$ cat src/rtl/pfa_pkg.sv
// Shared types, widths and control codes for the polygon fan area block.
package pfa_pkg;

    localparam int MAX_VERTICES = 256;
    localparam int CNT_W        = $clog2(MAX_VERTICES + 1);

    localparam int COORD_W = 16;
    localparam int DIFF_W  = COORD_W + 1;
    localparam int PROD_W  = 2 * DIFF_W;
    localparam int CROSS_W = PROD_W + 1;
    localparam int MAG_W   = CROSS_W - 1;
    localparam int SQ_W    = 2 * MAG_W;
    localparam int ROOT_W  = 36;
    localparam int RAD_W   = 2 * ROOT_W;
    localparam int REM_W   = ROOT_W + 2;
    localparam int ITER_W  = $clog2(ROOT_W);
    localparam int DOT_W   = CROSS_W + COORD_W + 2;
    localparam int ACC_W   = 45;
    localparam int AREA_W  = 43;

    typedef logic signed [COORD_W-1:0] t_coord;
    typedef logic signed [DIFF_W-1:0]  t_diff;
    typedef logic signed [PROD_W-1:0]  t_prod;
    typedef logic signed [CROSS_W-1:0] t_cross;
    typedef logic        [MAG_W-1:0]   t_mag;
    typedef logic        [SQ_W-1:0]    t_sq;
    typedef logic        [RAD_W-1:0]   t_rad;
    typedef logic        [ROOT_W-1:0]  t_root;
    typedef logic        [REM_W-1:0]   t_rem;
    typedef logic        [ITER_W-1:0]  t_iter;
    typedef logic signed [DOT_W-1:0]   t_dot;
    typedef logic signed [ACC_W-1:0]   t_acc;
    typedef logic        [AREA_W-1:0]  t_area;
    typedef logic        [CNT_W-1:0]   t_cnt;

    localparam t_cnt  CNT_MAX      = t_cnt'(MAX_VERTICES);
    localparam t_cnt  CNT_TRIANGLE = t_cnt'(2);
    localparam t_cnt  CNT_MIN_POLY = t_cnt'(3);
    localparam t_iter ITER_LAST    = t_iter'(ROOT_W - 1);

    typedef enum logic [3:0] {
        S_IDLE,
        S_DIFF,
        S_MUL,
        S_CROSS,
        S_SQUARE,
        S_SUM,
        S_ROOT,
        S_ACC,
        S_FINISH
    } t_state;

    typedef enum logic [3:0] {
        CMD_NONE,
        CMD_CAPTURE,
        CMD_DIFF,
        CMD_MUL,
        CMD_CROSS,
        CMD_SQUARE,
        CMD_SUM,
        CMD_ROOT,
        CMD_ACC,
        CMD_EMIT
    } t_cmd;

    typedef struct packed {
        logic full;       // vertex count has reached the maximum
        logic forms_tri;  // two or more vertices held
        logic last;       // captured item closes the polygon
        logic root_done;  // final square root step in progress
        logic out_free;   // output register can take a result this cycle
    } t_dp_status;

endpackage

$ cat src/rtl/pfa_ctrl.sv
// Sequencer for the polygon fan area block: issues one datapath command per cycle.
module pfa_ctrl (
    input  logic                i_clk,
    input  logic                i_rst_n,
    input  logic                i_in_valid,
    input  pfa_pkg::t_dp_status i_status,
    output logic                o_in_stall,
    output pfa_pkg::t_cmd       o_cmd
);

    pfa_pkg::t_state r_state;
    pfa_pkg::t_state n_state;

    always_ff @(posedge i_clk) begin
        if (!i_rst_n) begin
            r_state <= pfa_pkg::S_IDLE;
        end else begin
            r_state <= n_state;
        end
    end

    always_comb begin
        n_state = r_state;
        unique case (r_state)
            pfa_pkg::S_IDLE: begin
                if (i_in_valid) begin
                    if (i_status.full || !i_status.forms_tri) begin
                        n_state = pfa_pkg::S_FINISH;
                    end else begin
                        n_state = pfa_pkg::S_DIFF;
                    end
                end
            end
            pfa_pkg::S_DIFF:   n_state = pfa_pkg::S_MUL;
            pfa_pkg::S_MUL:    n_state = pfa_pkg::S_CROSS;
            pfa_pkg::S_CROSS:  n_state = pfa_pkg::S_SQUARE;
            pfa_pkg::S_SQUARE: n_state = pfa_pkg::S_SUM;
            pfa_pkg::S_SUM:    n_state = pfa_pkg::S_ROOT;
            pfa_pkg::S_ROOT: begin
                if (i_status.root_done) begin
                    n_state = pfa_pkg::S_ACC;
                end
            end
            pfa_pkg::S_ACC:    n_state = pfa_pkg::S_FINISH;
            pfa_pkg::S_FINISH: begin
                if (!i_status.last || i_status.out_free) begin
                    n_state = pfa_pkg::S_IDLE;
                end
            end
            default:           n_state = pfa_pkg::S_IDLE;
        endcase
    end

    always_comb begin
        o_in_stall = (r_state != pfa_pkg::S_IDLE);
        o_cmd      = pfa_pkg::CMD_NONE;
        unique case (r_state)
            pfa_pkg::S_IDLE: begin
                if (i_in_valid) begin
                    o_cmd = pfa_pkg::CMD_CAPTURE;
                end
            end
            pfa_pkg::S_DIFF:   o_cmd = pfa_pkg::CMD_DIFF;
            pfa_pkg::S_MUL:    o_cmd = pfa_pkg::CMD_MUL;
            pfa_pkg::S_CROSS:  o_cmd = pfa_pkg::CMD_CROSS;
            pfa_pkg::S_SQUARE: o_cmd = pfa_pkg::CMD_SQUARE;
            pfa_pkg::S_SUM:    o_cmd = pfa_pkg::CMD_SUM;
            pfa_pkg::S_ROOT:   o_cmd = pfa_pkg::CMD_ROOT;
            pfa_pkg::S_ACC:    o_cmd = pfa_pkg::CMD_ACC;
            pfa_pkg::S_FINISH: begin
                if (i_status.last && i_status.out_free) begin
                    o_cmd = pfa_pkg::CMD_EMIT;
                end
            end
            default:           o_cmd = pfa_pkg::CMD_NONE;
        endcase
    end

endmodule

$ cat config.mk
export PLATFORM = sky130hd
export DESIGN_NAME = pfa_ctrl
export DESIGN_NICKNAME = d
export VERILOG_FILES = /design/src/rtl/pfa_pkg.sv /design/src/rtl/pfa_ctrl.sv
export SDC_FILE = /design/constraint.sdc
export NUM_CORES = 1
export LEC_CHECK = 0
export BUFFER_PORTS_ARGS = -buffer_cell sky130_fd_sc_hd__buf_4
export CAP_MARGIN = 25
export CORE_AREA = 2 2 39 41
export DETAILED_ROUTE_END_ITERATION = 6
export DIE_AREA = 0 0 41 43
export SETUP_SLACK_MARGIN = 0.05
export SYNTH_ARGS = -nofsm -noshare
export SYNTH_HDL_FRONTEND = slang
export SYNTH_SLANG_ARGS = --single-unit
$ cat constraint.sdc
create_clock -name i_clk -period 1.7 [get_ports i_clk]
set_clock_uncertainty 0.2 [all_clocks]
set_input_delay 0.085 -clock i_clk [delete_from_list [all_inputs] [get_ports i_clk]]
set_output_delay 0.085 -clock i_clk [all_outputs]
set_load 0.005 [all_outputs]
Word level (Yosys, flattened, before mapping)
Cells that the tools add are included.

word-level totals
  flip-flop bits (word level) = 4
  word-level logic and storage cells = 28

operators by class
  reduce and logical (&&, ||, !) cells = 8
  mux-type cells = 8
  equal/unequal tests = 11

operators by type and width
  cell                                                 number
  one-hot mux 4 bit (9 select lines)                   2
  two-way mux 4 bit                                    5
  equality test 4 x 3 -> 1 bit, second input constant  4
  equality test 4 x 2 -> 1 bit, second input constant  2
  inequality test 2 bit, second input constant         3
  equality test 4 x 1 -> 1 bit, second input constant  1
  equality test 4 bit, second input constant           1
  logical NOT 4 bit                                    1
  nonzero test 4 bit                                   1
  AND reduction 3 bit                                  1
  logical NOT 1 bit                                    2
  logical OR 1 bit                                     2
  logical AND 1 bit                                    1
  two-way mux 1 bit                                    1

Logic depth before layout (Yosys ltp)
  depth in word-level cells = 5
  gate-level depth with buffers = 4
  depth with buffers taken out = 3

Worst setup path before layout
OpenSTA, ideal clock, no wires.

  path kind = reg2out
  from = reg r_state[0]
  to = out o_in_stall
  required time = 1.415 ns
  path buffers = 1
  arrival time = 1.003 ns
  stages on the path, launching flop included = 4
  setup slack = 0.412 ns
  cell sequence = dfxtp_1 buf_6 or3_4 or2_1

between the ends
  cells in the longest elaborated chain, start to end = 1

ends and longest elaborated chain
  element                 line            RTL
  from (decl)             pfa_ctrl.sv:11  pfa_pkg::t_state r_state;
  from (signal assigned)  pfa_ctrl.sv:16  r_state <= pfa_pkg::S_IDLE;
  from (signal assigned)  pfa_ctrl.sv:18  r_state <= n_state;
  nonzero test 4 bit      pfa_ctrl.sv:55  o_in_stall = (r_state != pfa_pkg::S_IDLE);
  to (decl)               pfa_ctrl.sv:7   output logic o_in_stall,

No other way between the ends.

Final worst setup path
Same ends and word-level chain as after synthesis.

==> results.json <==
{
  "hold_viol": 0,
  "whs_ns": 0.0663,
  "worstMarginPinSlew_ns": 0.274,
  "outcome": "finished, final reports clean",
  "fin_crit_sh_pct": 94.4,
  "p_leak_nw": 0.207,
  "synth_seq_cells": 4,
  "first_pass_iters": 4,
  "numCtsBuffers": 3,
  "critical_path_class": "reg -> out",
  "start_util_pct": 19.6,
  "crit_path_start_kind": "flop",
  "die-height_um": 43,
  "synth_edf_count": 0,
  "synth-main-ff-cell": "dfxtp_1",
  "rsz0062_at_grt": "yes",
  "max-cap-violations": 0,
  "yosysSeqAreaShare_pct": 29.5,
  "setup_viol_count_final": 0,
  "largest_register": "r_state",
  "cts.clk_slew.worst_paths_ns": 0.04,
  "syn_avg_cell_area_um2": 8.48,
  "overflow": 0,
  "fmax_mhz": 623,
  "dpl.hpwl_um": 521,
  "grt_pass1_vias": 295,
  "fin_ws_ns": 0.0955,
  "antenna_cells": 0,
  "wl_per_cell_um": 10.8,
  "period_minus_slack_ns": 1.60,
  "required_ns": 1.41,
  "num_rows": 14,
  "h-tree-depth": 1,
  "clock_latency_ns": 0.24,
  "max-vdd-ir-drop_v": 0.000257,
  "power_uw": 296,
  "root_buffer": "clkbuf_4",
  "reg_top3": "r_state: 4 flops",
  "yosysUniqueCellTypes": 23,
  "drt-total-wl_um": 746,
  "cts_tree": "done",
  "routed_via_density": 4.45,
  "core_area_um2": 1380,
  "syn_inst": 32,
  "max-slew-margin-rel_pct": 81.5,
  "synth_fp_nets": 40,
  "pre_cts_ws_ns": 0.284,
  "die_w_um": 41,
  "vias": 307,
  "routabilityCongestion": 0.746,
  "drt_iter0_drc": 5,
  "dieArea_um2": 1760,
  "critical_path_peak_fanout": 6,
  "min_path_type": "in -> reg",
  "drcViolationCount": 0,
  "grt_start_max_net_pins": 10,
  "ant_nets": 0,
  "num_io_pins": 13,
  "ys_warn_count": 0,
  "arrival_ns": 1.32,
  "slew_violations": 0,
  "numPortBuffers": 12,
  "critPathMaxStageDelay_ns": 0.39,
  "fin_nets": 63,
  "numClockSinks": 4,
  "endpoint_kind": "primary output",
  "p_per_area_nw_per_um2": 648,
  "syn2layout_area_growth_pct": 68.2,
  "grt_antenna_before_repair": 0,
  "tns_ns": 0,
  "async_flop_share_pct": 0,
  "clockBufferDepth": 2,
  "worstPathCellList": "or3_4, or2_1, buf_4",
  "grt_pass1_wl_um": 1160,
  "final_util_pct": 33.0,
  "grt.total_usage_pct": 10.5,
  "drive_gt1_share_pct": 45.3,
  "cp_slowest_cell": "or3_4",
  "largest_reg_flops": 4,
  "synth_area_um2": 272
}
## critical path, delay by kind of cell, from the launching register on
family	cells	cell delay, ns
buffers and inverters	1	0.13
DFF	1	0.35
and+or+nand+nor	2	0.60
## timing repair
action                                  in CTS  in global routing
resized for setup                            2                  2
endpoints found under the hold margin        4                  0
setup buffers                                0                  4
hold buffers                                 3                  0
pin swaps                                    0                  0
endpoints found under the setup margin       2                  2
## report_power, final
group	leakage [nW]	internal [mW]	switching, mW	total [mW]
registers	0.0341	0.0974	0.00532	0.103
clock network	0.0138	0.0790	0.0397	0.119
logic	0.159	0.0483	0.0262	0.0746
total	0.207	0.225	0.0713	0.296
## path summary, 6_finish.rpt
path / from / to / slack [ns] / depth (start not counted)
worst max-delay path: r_state[0] / o_in_stall / 0.1 / 3
worst min-delay path: i_status[4] / r_state[3] / 0.07 / 4
worst max register to register: r_state[3] / r_state[0] / 0.45 / 3
worst min register to register: r_state[0] / r_state[0] / 0.27 / 1
## kinds of logic (layout without fill, tap and decap cells)
kind of cell,Yosys count,count (layout),share of synthesized area [%]
AO/OA/AOI/OAI,7,7,18.9
buffers and inverters,3,24,9.68
flip-flops,4,4,29.5
AND/OR/NAND/NOR,17,17,38.7
XOR/XNOR,1,1,3.23
## through the flow
step / std cells / area [µm²]
after floorplan: 32 / 272
after global placement: 59 / 367
after detailed placement: 59 / 367
after CTS: 65 / 422
after global routing: 69 / 457
final: 69 / 457
## final cells by class
cell class | instances | area (µm²)
Clock buffer | 3 | 22.5
Fill cell | 156 | 927
Inverter | 1 | 3.75
Multi-Input combinational cell | 25 | 165
Sequential cell | 4 | 87.6
Tap cell | 16 | 20.0
Timing Repair Buffer | 20 | 158
## Yosys cell counts, types with 2 or more instances
cell type | n | area share, %
nor2_1 | 3 | 4.1
nand2b_1 | 2 | 4.6
dfxtp_1 | 4 | 29
buf_6 | 2 | 8.3
and2_1 | 2 | 4.6
nand3_1 | 2 | 3.7
## placed cells by master, fill, tap and decap left out
cell type and instances:
o21ai_1 1, o32a_1 1, a31oi_1 1, dlygate4sd3_1 3
nor4b_1 1, inv_1 1, o22ai_1 1, dfxtp_1 2
nand2_1 1, and2_1 2, dfxtp_4 2, nand2b_1 2
clkbuf_4 3, nor2b_1 1, and4b_1 1, or2_1 1
xnor2_1 1, a21oi_1 1, buf_4 17, nand3_1 2
a311oi_1 1, or3_4 1, nand3b_1 1, nor3_1 1
nor2_1 3, a21bo_2 1
## metal layers
metal  routed length (µm)  global-route usage (%)
met1                  307                    10.5
met2                  355                    14.4
met3                   56                    7.33
met4                   27                    8.00
met5                    0                       0
No activity file was read; power rests on OpenSTA's default activity.
